--- src/sv/keyframe_request_pacer_core_assert.svh ---
// Assertion helpers for the pacer modules, used by the back stage (kpr_back).
`ifndef KEYFRAME_REQUEST_PACER_CORE_ASSERT_SVH
`define KEYFRAME_REQUEST_PACER_CORE_ASSERT_SVH

// Same-cycle implication, disabled during reset.
`define KPR_ASSERT_NOW(label, clk, rst_n, ante, cons) \
    label: assert property (@(posedge clk) disable iff (!rst_n) (ante) |-> (cons)) \
        else $error("pacer assertion failed");

// Next-cycle implication, disabled during reset.
`define KPR_ASSERT_NEXT(label, clk, rst_n, ante, cons) \
    label: assert property (@(posedge clk) disable iff (!rst_n) (ante) |=> (cons)) \
        else $error("pacer assertion failed");

`endif

--- src/sv/kpr_pkg.sv ---
package kpr_pkg;

    localparam int TICK_WIDTH_DEF = 16;
    localparam int QUEUE_DEPTH    = 4;

    // Register indexes on the configuration port
    localparam logic [2:0] CFG_ENABLED    = 3'd0;
    localparam logic [2:0] CFG_PLI_PERIOD = 3'd1;
    localparam logic [2:0] CFG_KF_TIMEOUT = 3'd2;
    localparam logic [2:0] CFG_SRC_SSRC   = 3'd3;
    localparam logic [2:0] CFG_SINK_SSRC  = 3'd4;

    // Reset values of the registers
    localparam logic        RST_ENABLED    = 1'b1;
    localparam logic [15:0] RST_PLI_PERIOD = 16'd200;
    localparam logic [15:0] RST_KF_TIMEOUT = 16'd4000;

    // Input action codes
    localparam logic [1:0] ACT_TICK    = 2'd0;
    localparam logic [1:0] ACT_INBOUND = 2'd1;
    localparam logic [1:0] ACT_OUTBND  = 2'd2;

    // Result kinds
    localparam logic [1:0] KIND_FWD_IN  = 2'd0;
    localparam logic [1:0] KIND_FWD_OUT = 2'd1;
    localparam logic [1:0] KIND_PLI     = 2'd2;
    localparam logic [1:0] KIND_FIR     = 2'd3;

    typedef enum logic [1:0] {
        OP_FWD_IN,
        OP_FWD_OUT,
        OP_PLI,
        OP_FIR
    } t_op;

    // One queued command: FIR carries the first of its three sequence numbers
    typedef struct packed {
        t_op        op;
        logic [7:0] seq;
    } t_cmd;

    typedef struct packed {
        logic        enabled;
        logic [15:0] pli_period;
        logic [15:0] kf_timeout;
        logic [31:0] source_ssrc;
        logic [31:0] sink_ssrc;
    } t_cfg;

    typedef struct packed {
        logic full;
        logic empty;
    } t_qstat;

endpackage

--- src/sv/kpr_front.sv ---
module kpr_front #(
    parameter int TICK_WIDTH = kpr_pkg::TICK_WIDTH_DEF
) (
    input  logic          i_clk,
    input  logic          i_rst_n,
    input  kpr_pkg::t_cfg i_cfg,
    input  logic          i_accept,
    input  logic [1:0]    i_action,
    input  logic          i_is_keyframe,
    input  logic          i_is_pli,
    output logic          o_push,
    output kpr_pkg::t_cmd o_cmd
);

    localparam int CW = (TICK_WIDTH > 16) ? TICK_WIDTH : 16;

    typedef enum logic [1:0] {
        TMR_NONE,
        TMR_HALF,
        TMR_PLI
    } t_tmr;

    logic                  r_waiting, n_waiting;
    logic [TICK_WIDTH-1:0] r_since,   n_since;
    t_tmr                  r_pend,    n_pend;
    logic [15:0]           r_cd,      n_cd;
    logic [7:0]            r_fir,     n_fir;

    logic                  cmd_valid;
    kpr_pkg::t_cmd         cmd;
    logic [15:0]           period1;
    logic [15:0]           half1;
    logic [15:0]           cd_dec;
    logic                  timed_out;

    assign period1 = (i_cfg.pli_period == 16'd0) ? 16'd1 : i_cfg.pli_period;
    assign half1   = (i_cfg.kf_timeout[15:1] == 15'd0) ? 16'd1
                                                       : {1'b0, i_cfg.kf_timeout[15:1]};
    assign cd_dec  = (r_cd != 16'd0) ? r_cd - 16'd1 : 16'd0;

    always_comb begin
        n_waiting = r_waiting;
        n_since   = r_since;
        n_pend    = r_pend;
        n_cd      = r_cd;
        n_fir     = r_fir;
        cmd_valid = 1'b0;
        cmd.op    = kpr_pkg::OP_FWD_IN;
        cmd.seq   = 8'd0;
        timed_out = 1'b0;
        unique case (i_action)
            kpr_pkg::ACT_TICK: begin
                if (r_since != {TICK_WIDTH{1'b1}}) begin
                    n_since = r_since + {{(TICK_WIDTH-1){1'b0}}, 1'b1};
                end
                timed_out = CW'(n_since) >= CW'(i_cfg.kf_timeout);
                if (r_pend != TMR_NONE) begin
                    n_cd = cd_dec;
                    if (cd_dec == 16'd0) begin
                        if (r_pend == TMR_HALF) begin
                            n_waiting = 1'b1;
                            if (i_cfg.enabled) begin
                                n_pend = TMR_PLI;
                                n_cd   = period1;
                            end else begin
                                n_pend = TMR_NONE;
                                n_cd   = 16'd0;
                            end
                        end else if (timed_out) begin
                            cmd_valid = 1'b1;
                            cmd.op    = kpr_pkg::OP_FIR;
                            cmd.seq   = r_fir;
                            n_fir     = r_fir + 8'd3;
                            n_waiting = 1'b0;
                            n_pend    = TMR_NONE;
                            n_cd      = 16'd0;
                        end else begin
                            cmd_valid = 1'b1;
                            cmd.op    = kpr_pkg::OP_PLI;
                            if (r_waiting && i_cfg.enabled) begin
                                n_pend = TMR_PLI;
                                n_cd   = period1;
                            end else begin
                                n_pend = TMR_NONE;
                                n_cd   = 16'd0;
                            end
                        end
                    end
                end
            end
            kpr_pkg::ACT_INBOUND: begin
                if (i_cfg.enabled && i_is_keyframe) begin
                    n_since   = '0;
                    n_waiting = 1'b0;
                    n_pend    = TMR_HALF;
                    n_cd      = half1;
                end
                cmd_valid = 1'b1;
                cmd.op    = kpr_pkg::OP_FWD_IN;
            end
            kpr_pkg::ACT_OUTBND: begin
                // drop a PLI while a request is already waiting
                if (i_cfg.enabled && i_is_pli && r_waiting) begin
                    cmd_valid = 1'b0;
                end else begin
                    if (i_cfg.enabled && i_is_pli) begin
                        n_waiting = 1'b1;
                        n_pend    = TMR_PLI;
                        n_cd      = period1;
                    end
                    cmd_valid = 1'b1;
                    cmd.op    = kpr_pkg::OP_FWD_OUT;
                end
            end
            default: begin
                cmd_valid = 1'b0;
            end
        endcase
    end

    always_ff @(posedge i_clk) begin
        if (!i_rst_n) begin
            r_waiting <= 1'b0;
            r_since   <= '0;
            r_pend    <= TMR_NONE;
            r_cd      <= 16'd0;
            r_fir     <= 8'd0;
        end else if (i_accept) begin
            r_waiting <= n_waiting;
            r_since   <= n_since;
            r_pend    <= n_pend;
            r_cd      <= n_cd;
            r_fir     <= n_fir;
        end
    end

    assign o_push = i_accept && cmd_valid;
    assign o_cmd  = cmd;

endmodule

--- src/sv/kpr_queue.sv ---
module kpr_queue (
    input  logic            i_clk,
    input  logic            i_rst_n,
    input  logic            i_push,
    input  kpr_pkg::t_cmd   i_data,
    input  logic            i_pop,
    output kpr_pkg::t_cmd   o_data,
    output kpr_pkg::t_qstat o_stat
);

    localparam int AW = $clog2(kpr_pkg::QUEUE_DEPTH);

    kpr_pkg::t_cmd r_mem [kpr_pkg::QUEUE_DEPTH];
    logic [AW-1:0] r_wr;
    logic [AW-1:0] r_rd;
    logic [AW:0]   r_count;

    always_ff @(posedge i_clk) begin
        if (i_push) begin
            r_mem[r_wr] <= i_data;
        end
    end

    always_ff @(posedge i_clk) begin
        if (!i_rst_n) begin
            r_wr    <= '0;
            r_rd    <= '0;
            r_count <= '0;
        end else begin
            if (i_push) begin
                r_wr <= r_wr + AW'(1);
            end
            if (i_pop) begin
                r_rd <= r_rd + AW'(1);
            end
            unique case ({i_push, i_pop})
                2'b10:   r_count <= r_count + (AW+1)'(1);
                2'b01:   r_count <= r_count - (AW+1)'(1);
                default: r_count <= r_count;
            endcase
        end
    end

    assign o_data       = r_mem[r_rd];
    assign o_stat.full  = (r_count == (AW+1)'(kpr_pkg::QUEUE_DEPTH));
    assign o_stat.empty = (r_count == '0);

endmodule

--- src/sv/kpr_back.sv ---
`include "keyframe_request_pacer_core_assert.svh"

module kpr_back (
    input  logic            i_clk,
    input  logic            i_rst_n,
    input  kpr_pkg::t_cfg   i_cfg,
    input  kpr_pkg::t_cmd   i_cmd,
    input  kpr_pkg::t_qstat i_qstat,
    output logic            o_pop,
    input  logic            i_out_stall,
    output logic            o_out_valid,
    output logic [1:0]      o_kind,
    output logic [7:0]      o_fir_seq,
    output logic [31:0]     o_media_ssrc,
    output logic [31:0]     o_sender_ssrc,
    output logic            o_last
);

    logic       r_valid;
    logic [1:0] r_kind;
    logic [7:0] r_seq;
    logic       r_last;
    logic [1:0] r_left;
    logic [7:0] r_bseq;
    logic       load;

    // the output slot is free or empties at this edge
    assign load  = !r_valid || !i_out_stall;
    assign o_pop = load && (r_left == 2'd0) && !i_qstat.empty;

    always_ff @(posedge i_clk) begin
        if (!i_rst_n) begin
            r_valid <= 1'b0;
            r_left  <= 2'd0;
        end else if (load) begin
            if (r_left != 2'd0) begin
                r_valid <= 1'b1;
                r_kind  <= kpr_pkg::KIND_FIR;
                r_seq   <= r_bseq;
                r_last  <= (r_left == 2'd1);
                r_left  <= r_left - 2'd1;
                r_bseq  <= r_bseq + 8'd1;
            end else if (!i_qstat.empty) begin
                r_valid <= 1'b1;
                r_seq   <= 8'd0;
                r_last  <= 1'b1;
                unique case (i_cmd.op)
                    kpr_pkg::OP_FWD_IN:  r_kind <= kpr_pkg::KIND_FWD_IN;
                    kpr_pkg::OP_FWD_OUT: r_kind <= kpr_pkg::KIND_FWD_OUT;
                    kpr_pkg::OP_PLI:     r_kind <= kpr_pkg::KIND_PLI;
                    kpr_pkg::OP_FIR: begin
                        r_kind <= kpr_pkg::KIND_FIR;
                        r_seq  <= i_cmd.seq;
                        r_last <= 1'b0;
                        r_left <= 2'd2;
                        r_bseq <= i_cmd.seq + 8'd1;
                    end
                    default: r_kind <= kpr_pkg::KIND_FWD_IN;
                endcase
            end else begin
                r_valid <= 1'b0;
            end
        end
    end

    assign o_out_valid   = r_valid;
    assign o_kind        = r_kind;
    assign o_fir_seq     = r_seq;
    assign o_last        = r_last;
    // generated requests carry the stream identifiers, forwarded packets zero
    assign o_media_ssrc  = r_kind[1] ? i_cfg.source_ssrc : 32'd0;
    assign o_sender_ssrc = r_kind[1] ? i_cfg.sink_ssrc : 32'd0;

    `KPR_ASSERT_NOW(a_burst_shown, i_clk, i_rst_n, r_left != 2'd0,
                    r_valid && r_kind == kpr_pkg::KIND_FIR && !r_last)
    `KPR_ASSERT_NOW(a_notlast_fir, i_clk, i_rst_n, r_valid && !r_last,
                    r_kind == kpr_pkg::KIND_FIR)
    `KPR_ASSERT_NOW(a_pop_nonempty, i_clk, i_rst_n, o_pop, !i_qstat.empty)
    `KPR_ASSERT_NEXT(a_burst_step, i_clk, i_rst_n,
                     r_left == 2'd2 && !i_out_stall,
                     r_left == 2'd1 && r_seq == $past(r_seq) + 8'd1)

endmodule

--- src/sv/keyframe_request_pacer_core.sv ---
// Keyframe request pacer.
// Input channel (i_in_valid / o_in_stall) takes one beat per item: a tick,
// an inbound media packet (with keyframe flag) or an outbound feedback packet
// (with PLI flag). Output channel (o_out_valid / i_out_stall) gives result
// beats: forwarded packet marks, generated PLIs, or bursts of three FIRs; o_last
// flags the final beat caused by one input item.
// Throughput: one input beat per cycle while the command queue has room; the
// front stage updates all pacing state in the cycle it accepts a beat. Output
// runs at one beat per cycle while the receiver does not stall, so an FIR
// burst holds the back end for its three beats; the four-entry queue absorbs
// that and the front stalls only when full. An accepted input beat is written
// into the queue and then loaded into the output register.
// Configuration is a plain write port (i_cfg_we / i_cfg_index / i_cfg_wdata);
// write only while idle. Reset restores the register defaults and clears the
// pacing state, the queue and the output register; no clearing pass is needed.
// When the receiver stalls, the output beat holds; the queue fills behind it
// and then o_in_stall rises until the output drains.
module keyframe_request_pacer_core #(
    parameter int TICK_WIDTH = kpr_pkg::TICK_WIDTH_DEF
) (
    input  logic        i_clk,
    input  logic        i_rst_n,
    input  logic        i_cfg_we,
    input  logic [2:0]  i_cfg_index,
    input  logic [31:0] i_cfg_wdata,
    input  logic        i_in_valid,
    output logic        o_in_stall,
    input  logic [1:0]  i_action,
    input  logic        i_is_keyframe,
    input  logic        i_is_pli,
    output logic        o_out_valid,
    input  logic        i_out_stall,
    output logic [1:0]  o_kind,
    output logic [7:0]  o_fir_seq,
    output logic [31:0] o_media_ssrc,
    output logic [31:0] o_sender_ssrc,
    output logic        o_last
);

    kpr_pkg::t_cfg   r_cfg;
    kpr_pkg::t_cmd   push_cmd;
    kpr_pkg::t_cmd   pop_cmd;
    kpr_pkg::t_qstat qstat;
    logic            accept;
    logic            push;
    logic            pop;

    // Register bank: hold until written, ignore unknown indexes
    always_ff @(posedge i_clk) begin
        if (!i_rst_n) begin
            r_cfg.enabled     <= kpr_pkg::RST_ENABLED;
            r_cfg.pli_period  <= kpr_pkg::RST_PLI_PERIOD;
            r_cfg.kf_timeout  <= kpr_pkg::RST_KF_TIMEOUT;
            r_cfg.source_ssrc <= 32'd0;
            r_cfg.sink_ssrc   <= 32'd0;
        end else if (i_cfg_we) begin
            unique case (i_cfg_index)
                kpr_pkg::CFG_ENABLED:    r_cfg.enabled     <= i_cfg_wdata[0];
                kpr_pkg::CFG_PLI_PERIOD: r_cfg.pli_period  <= i_cfg_wdata[15:0];
                kpr_pkg::CFG_KF_TIMEOUT: r_cfg.kf_timeout  <= i_cfg_wdata[15:0];
                kpr_pkg::CFG_SRC_SSRC:   r_cfg.source_ssrc <= i_cfg_wdata;
                kpr_pkg::CFG_SINK_SSRC:  r_cfg.sink_ssrc   <= i_cfg_wdata;
                default: r_cfg <= r_cfg;
            endcase
        end
    end

    // Stall the input only on a full queue
    assign o_in_stall = qstat.full;
    assign accept     = i_in_valid && !qstat.full;

    kpr_front #(
        .TICK_WIDTH (TICK_WIDTH)
    ) u_front (
        .i_clk         (i_clk),
        .i_rst_n       (i_rst_n),
        .i_cfg         (r_cfg),
        .i_accept      (accept),
        .i_action      (i_action),
        .i_is_keyframe (i_is_keyframe),
        .i_is_pli      (i_is_pli),
        .o_push        (push),
        .o_cmd         (push_cmd)
    );

    kpr_queue u_queue (
        .i_clk   (i_clk),
        .i_rst_n (i_rst_n),
        .i_push  (push),
        .i_data  (push_cmd),
        .i_pop   (pop),
        .o_data  (pop_cmd),
        .o_stat  (qstat)
    );

    kpr_back u_back (
        .i_clk         (i_clk),
        .i_rst_n       (i_rst_n),
        .i_cfg         (r_cfg),
        .i_cmd         (pop_cmd),
        .i_qstat       (qstat),
        .o_pop         (pop),
        .i_out_stall   (i_out_stall),
        .o_out_valid   (o_out_valid),
        .o_kind        (o_kind),
        .o_fir_seq     (o_fir_seq),
        .o_media_ssrc  (o_media_ssrc),
        .o_sender_ssrc (o_sender_ssrc),
        .o_last        (o_last)
    );

endmodule

--- config.mk ---
export PLATFORM = sky130hd
export DESIGN_NAME = keyframe_request_pacer_core
export DESIGN_NICKNAME = d
export VERILOG_FILES = /design/src/sv/kpr_pkg.sv /design/src/sv/kpr_front.sv /design/src/sv/kpr_queue.sv /design/src/sv/kpr_back.sv /design/src/sv/keyframe_request_pacer_core.sv
export VERILOG_INCLUDE_DIRS = /design/src /design/src/sv
export SDC_FILE = /design/constraint.sdc
export NUM_CORES = 1
export LEC_CHECK = 0
export BUFFER_PORTS_ARGS = -buffer_cell sky130_fd_sc_hd__buf_2
export CORE_MARGIN = 1
export CORE_UTILIZATION = 50
export CTS_BUF_LIST = sky130_fd_sc_hd__clkbuf_16
export CTS_CLUSTER_SIZE = 40
export DETAILED_ROUTE_END_ITERATION = 6
export GPL_ROUTABILITY_DRIVEN = 0
export PLACE_DENSITY = 0.73
export RECOVER_POWER = 100
export SYNTH_ARGS = -nofsm -noshare
export SYNTH_HDL_FRONTEND = slang
export SYNTH_HIERARCHICAL = 1
export SYNTH_SLANG_ARGS = --single-unit
--- constraint.sdc ---
create_clock -name i_clk -period 4.9 [get_ports i_clk]
set_input_delay 0.98 -clock i_clk [delete_from_list [all_inputs] [get_ports i_clk]]
set_output_delay 0.98 -clock i_clk [all_outputs]
set_load 0.05 [all_outputs]
== Yosys cells after proc, flatten, opt, wreduce, memory -nomap -nowiden ==
Memories as Yosys holds them, arrays and structs flattened. A register that Yosys moved wholly into a read port is not among the register bits.
Index checks and enable logic that the tools add are counted.
Word-level totals
  register bits after elaboration: 169
  bits in writable memories: 40
  bits of input ports: 44
  output and inout bits: 77
  memories: 1
Memory list
  u_queue.r_mem: depth 4, bits a word 10, read ports 1, clocked after memory_dff 1, wr ports 1, RTL line kpr_queue.sv:13  | kpr_pkg::t_cmd r_mem [kpr_pkg::QUEUE_DEPTH];
Cells by class
  add/subtract/negate cells: 10
  order comparisons: 1
  eq/ne operators: 22
  muxes and demuxes: 71
  bitwise logic cells: 1
  reductions and logical operators: 41
Operator list (number)
  2-to-1 mux 16 bit: 14
  2-to-1 mux 32 bit: 2
  2-to-1 mux 8 bit: 8
  one-hot mux 16 bit (3 select lines): 1
  logical NOT 16 bit: 2
  one-hot mux 16 bit (2 select lines): 1
  2-to-1 mux 10 bit: 3
  2-to-1 mux 2 bit: 15
  2-to-1 mux 1 bit: 20
  adder 16 x 1 -> 16 bit, second input constant: 1
  adder 8 x 1 -> 8 bit, second input constant: 2
  >= comparator 16 bit: 1
  inequality test 16 bit, second input constant: 1
  nonzero test 16 bit: 1
  subtractor 16 x 1 -> 16 bit, second input constant: 1
  logical NOT 15 bit: 1
  2-to-1 mux 15 bit: 1
  AND reduction 6 bit: 2
  equality test 2 x 1 -> 1 bit, second input constant: 5
  AND reduction 2 bit: 5
  nonzero test 2 bit: 5
  AND reduction 3 bit: 3
  adder 8 x 2 -> 8 bit, second input constant: 1
  equality test 2 bit, second input constant: 4
  25 further kinds: 46

== Logic depth before layout (Yosys ltp) ==
  word-level depth: 9
  gate-level depth with buffers: 17
  mapped depth without buffers: 16

== Modules after synthesis ==
The synthesis kept the hierarchy.
Modules (own cells, without submodules)
  kpr_front: times used 1, cells each 512, area an instance 3848.7 µm²
  keyframe_request_pacer_core: times used 1, cells each 366, area an instance 3713.6 µm²
  kpr_queue: times used 1, cells each 98, area an instance 1893.1 µm²
  kpr_back: times used 1, cells each 171, area an instance 1587.8 µm²

== Least setup slack after synthesis ==
Ideal clock, no wire load.
  path kind: reg2reg
  start point: register u_front.r_since[2]
  end point: register u_front.r_cd[0]
  setup time: 74 ps
  arrival time: 3888 ps
  data required time: 4826 ps
  slack: 938 ps
  cell stages (with the launch flop): 16
  buffers on the path: 2
  period minus slack after synthesis: 3962 ps
  cells stage by stage: dfxtp_1 > clkbuf_1 > and2_1 > and4_1 > and2_1 > clkbuf_1 > nand3_1 > xnor2_1 > ha_1 > nand2b_1 > a2111oi_0 > o31a_1 > o21ai_0 > o32ai_1 > nand2_1 > a31oi_1
Between the ends
  word-level cells in the longest chain between the ends: 9
  elaborated cells between the ends (all ways): 10
  classes of those cells: add/sub: 1; order compare: 1; eq/ne: 1; mux: 7
RTL lines
  start, declared: RTL line kpr_front.sv:24  | logic [TICK_WIDTH-1:0] r_since, n_since;
  start signal, assigned: RTL line kpr_front.sv:130  | r_since <= n_since;
  adder 16 x 1 -> 16 bit or inequality test 16 bit (tied branches): RTL line kpr_front.sv:54, kpr_front.sv:53
  2-to-1 mux 16 bit *: RTL line kpr_front.sv:53  | if (r_since != {TICK_WIDTH{1'b1}}) begin
  2-to-1 mux 16 bit *: RTL line kpr_front.sv:51  | unique case (i_action)
  >= comparator 16 bit *: RTL line kpr_front.sv:56  | timed_out = CW'(n_since) >= CW'(i_cfg.kf_timeout);
  2-to-1 mux 16 bit *: RTL line kpr_front.sv:69  | end else if (timed_out) begin
  2-to-1 mux 16 bit *: RTL line kpr_front.sv:60  | if (r_pend == TMR_HALF) begin
  2-to-1 mux 16 bit *: RTL line kpr_front.sv:59  | if (cd_dec == 16'd0) begin
  2-to-1 mux 16 bit *: RTL line kpr_front.sv:57  | if (r_pend != TMR_NONE) begin
  one-hot mux 16 bit (3 select lines) *: RTL line kpr_front.sv:51
  end signal, assigned: RTL line kpr_front.sv:132  | r_cd <= n_cd;
  end, declared: RTL line kpr_front.sv:26  | logic [15:0] r_cd, n_cd;
Every way passes the cells marked *; elsewhere a longest branch is shown, timed or not. The select of a mux whose other input is x is not followed.
A chain may end at the register's enable or synchronous reset.

== Final worst setup path ==
  start point: register u_front.r_since[5]
  end point: register u_front.r_fir[2]
Between the ends
  word-level cells in the longest chain between the ends: 5
  elaborated cells between the ends (all ways): 6
  classes of those cells: add/sub: 1; order compare: 1; eq/ne: 1; mux: 2; reduce/logical: 1
RTL lines
  adder 16 x 1 -> 16 bit or inequality test 16 bit (tied branches): RTL line kpr_front.sv:54, kpr_front.sv:53
  2-to-1 mux 16 bit *: RTL line kpr_front.sv:53
  2-to-1 mux 16 bit *: RTL line kpr_front.sv:51
  >= comparator 16 bit *: RTL line kpr_front.sv:56
  AND reduction 6 bit (no line) *
  end signal, assigned: RTL line kpr_front.sv:133  | r_fir <= n_fir;
  end, declared: RTL line kpr_front.sv:27  | logic [7:0] r_fir, n_fir;
Marked as above.

==> results.json <==
{
  "syn2layout_area_growth_pct": 11.75,
  "synth_mux_area_share_pct": 12.36,
  "ant_nets": 0,
  "die_area_mm2": 0.02268,
  "final_max_slew_viol_count": 169,
  "wire_per_inst_um": 16.50,
  "root_buffer": "clkbuf_16",
  "clock_sinks": 211,
  "postRouteWirelength_um": 25210,
  "start_util_pct": 50.76,
  "cts_buffer_depth": 3,
  "synth_top_family_by_area": "simple AND/OR/NAND/NOR gates",
  "synth-edff-count": 59,
  "grt_start_max_net_pins": 152,
  "nFillCells": 1971,
  "yosys_most_used_dff": "dfxtp_1",
  "clock_skew_ns": 0.01412,
  "die_w_um": 150.6,
  "holdBufCountCts": 0,
  "synth_nets": 1226,
  "vias": 8574,
  "maxCapViolations": 2,
  "status": "finished, violations left",
  "ioPinCount": 121,
  "synthTopCellsByArea": "dfxtp_1 28%, edfxtp_1 16%, mux2i_1 9.9%, nand2_1 6.0%, and2_1 4.6%",
  "max_stage_delay_ns": 0.48,
  "drc": 0,
  "synth_common_cells": "176 x nand2_1, 152 x dfxtp_1, 109 x mux2i_1",
  "synth_compound_area_share_pct": 11.61,
  "clk_latency_ns": 0.50,
  "postSynthCellCount": 1147,
  "clkTransAtPathRegs_ns": 0.06,
  "start_kind": "register",
  "yosysMostFrequentCell": "nand2_1",
  "die_height_um": 150.6,
  "grt_pass1_wl_um": 40830,
  "drt_pre_antenna_iters": 5,
  "grt_pass1_vias": 8102,
  "grt_setup_unrepaired": "false",
  "synth_seq_cells": 211,
  "ys_seq_area_share_pct": 43.60,
  "via_per_inst": 5.611,
  "fmaxAchievable_ghz": 0.2306,
  "p_per_area_mw_per_mm2": 414.4,
  "cp-end-kind": "register",
  "grt_usage_pct": 22.36,
  "cts-resized-gates": 0,
  "final.setup.tns_ns": 0,
  "hold_class": "register to register",
  "synth_largest_area_cell": "dfxtp_1",
  "cts_buffers": 22,
  "tightest_slew_ns": 2.671,
  "synth_cell_type_count": 87,
  "buffer_ports.inserted": 120,
  "syn_avg_cell_area_um2": 9.628,
  "drive_gt1_share_pct": 9.543,
  "overflow": 0,
  "critPathKind": "register to register",
  "pre_cts_slack_ns": 0.7282,
  "crit_required_ns": 5.26,
  "antenna_found_initial": 1,
  "core_region_area_mm2": 0.02176,
  "finalWorstSetupSlack_ns": 0.5643,
  "violations": "max-capacitance violations, max-slew violations",
  "ir_drop_mv": 0.2361,
  "place.detailed.hpwl_um": 18060,
  "cts_tree": "built",
  "synthAdderAreaFrac_pct": 4.034,
  "final.min_clock_period_ns": 4.336,
  "setup_viol": 0,
  "cp.arrival_ns": 4.70,
  "hold_viol_final": 0,
  "nets": 1311,
  "post-cts-setup-buffer-count": 0,
  "cellLeakagePower_nw": 4.889,
  "synth-simple-area-share_pct": 20.97,
  "async_flop_share_pct": 0,
  "yosysWarnings": 6,
  "crit_fanout": 9,
  "relSlewSlack_pct": -78.04,
  "fin_crit_sh_pct": 88.48,
  "path_cells": "and4_1, and4_1, a41oi_1, nand3_1, xnor2_1, ha_1, nand3_1, o31a_1, o21ai_0, o2111ai_1, buf_4, o311ai_0, o41ai_1",
  "rows": 54,
  "syn_area_mm2": 0.01104,
  "cpMaxStageDelayCell": "a41oi_1",
  "drt_iter0_drc": 660,
  "yosysTopAreaCellShare_pct": 27.55,
  "cts.htree.levels": 1,
  "synth-xor-area-share_pct": 2.459
}
-- logic make-up after synthesis --
kind of cell	Yosys count
multiplexers	123
XOR/XNOR	31
buffers and inverters	116
AND/OR/NAND/NOR	446
adder cells (fa/ha/maj)	35
flip-flops	211
AO/OA/AOI/OAI	185
-- critical path, delay by kind of cell (launching register included) --
| kind | cells | cell delay [ns] |
|---|---|---|
| fa+ha+maj | 1 | 0.30 |
| flops | 1 | 0.37 |
| compound gates | 6 | 2.16 |
| buf+inv | 1 | 0.32 |
| xor+xnor | 1 | 0.19 |
| simple gates | 4 | 0.86 |
-- report_power, final --
group / switching (mW) / total, mW / internal [mW]
sequential: 0.148 / 2.12 / 1.97
clock: 0.684 / 1.69 / 1.01
combinational: 0.832 / 1.30 / 0.467
total: 1.66 / 5.11 / 3.45
-- routing by layer --
layer | part of all wire, % | track usage, %
met1 | 44 | 28.89
met2 | 49 | 38.57
met3 | 4.4 | 2.970
met4 | 2.8 | 7.150
met5 | 0 | 0
-- sequential cells by signal, summed over array words and instances (netlist names), 3 cells and up, named ones only --
register	cells
u_back/o_fir_seq	8
u_front/r_fir	8
u_back/r_bseq	8
u_front/r_cd	16
r_cfg	97
u_front/r_since	16
u_queue/r_mem	40
u_queue/r_count	3
-- per-stage QoR --
| stage | power, mW | utilization [%] | cells | hold WS [ns] | cell area [um2] |
|---|---|---|---|---|---|
| 3_5_place_dp | 3.470 | 53.99 | 1488 | 0.4415 | 11750 |
| 5_1_grt | 5.368 | 56.71 | 1527 | 0.4662 | 12340 |
| 4_1_cts | 5.166 | 57.37 | 1527 | 0.4562 | 12480 |
| 2_1_floorplan | 3.178 | - | 1147 | 0.4301 | 11040 |
| 3_3_place_gp | 3.435 | 53.99 | 1488 | 0.4388 | 11750 |
| 6_report | 5.114 | 56.72 | 1528 | 0.4537 | 12340 |
-- worst paths after layout --
check	slack, ns	to	from	depth (start not counted)
setup / recovery	0.56	u_front/r_fir[2]	u_front/r_since[5]	13
hold / removal	0.45	r_cfg[63]	r_cfg[63]	2
setup reg to reg	0.56	u_front/r_fir[2]	u_front/r_since[5]	13
hold reg to reg	0.45	r_cfg[63]	r_cfg[63]	2
-- cell type report --
class,instances,area [um2],area share (%)
Inverter,44,165.2,1.338
Sequential cell,211,4815,39.01
Multi-Input combinational cell,820,5689,46.10
Clock buffer,23,575.6,4.664
Antenna cell,1,2.502,0.02028
Clock inverter,16,160.2,1.298
Tap cell,280,350.3,2.839
Timing Repair Buffer,133,583.1,4.725
-- layout by cell type, fill, tap and decap left out, types with 9 or more instances in the layout --
cell type  Yosys  layout
nand2_1      176     176
dfxtp_1      152     152
mux2i_1      109     109
clkbuf_1      41      82
and2_1        82      74
edfxtp_1      59      59
nor2_1        47      47
inv_1         44      46
buf_2         16      42
a21oi_1       39      39
o21ai_0       35      36
ha_1          34      34
nor2b_1       25      25
nand3_1       24      24
clkbuf_16      0      23
xnor2_1       17      17
a31oi_1       16      16
and3_1        15      15
xor2_1        14      14
nor3_1        12      12
nor4_1        12      12
nand2b_1      10      10
mux4_2        10      10
or3_1          9       9
No activity file was read; power rests on OpenSTA's default activity.
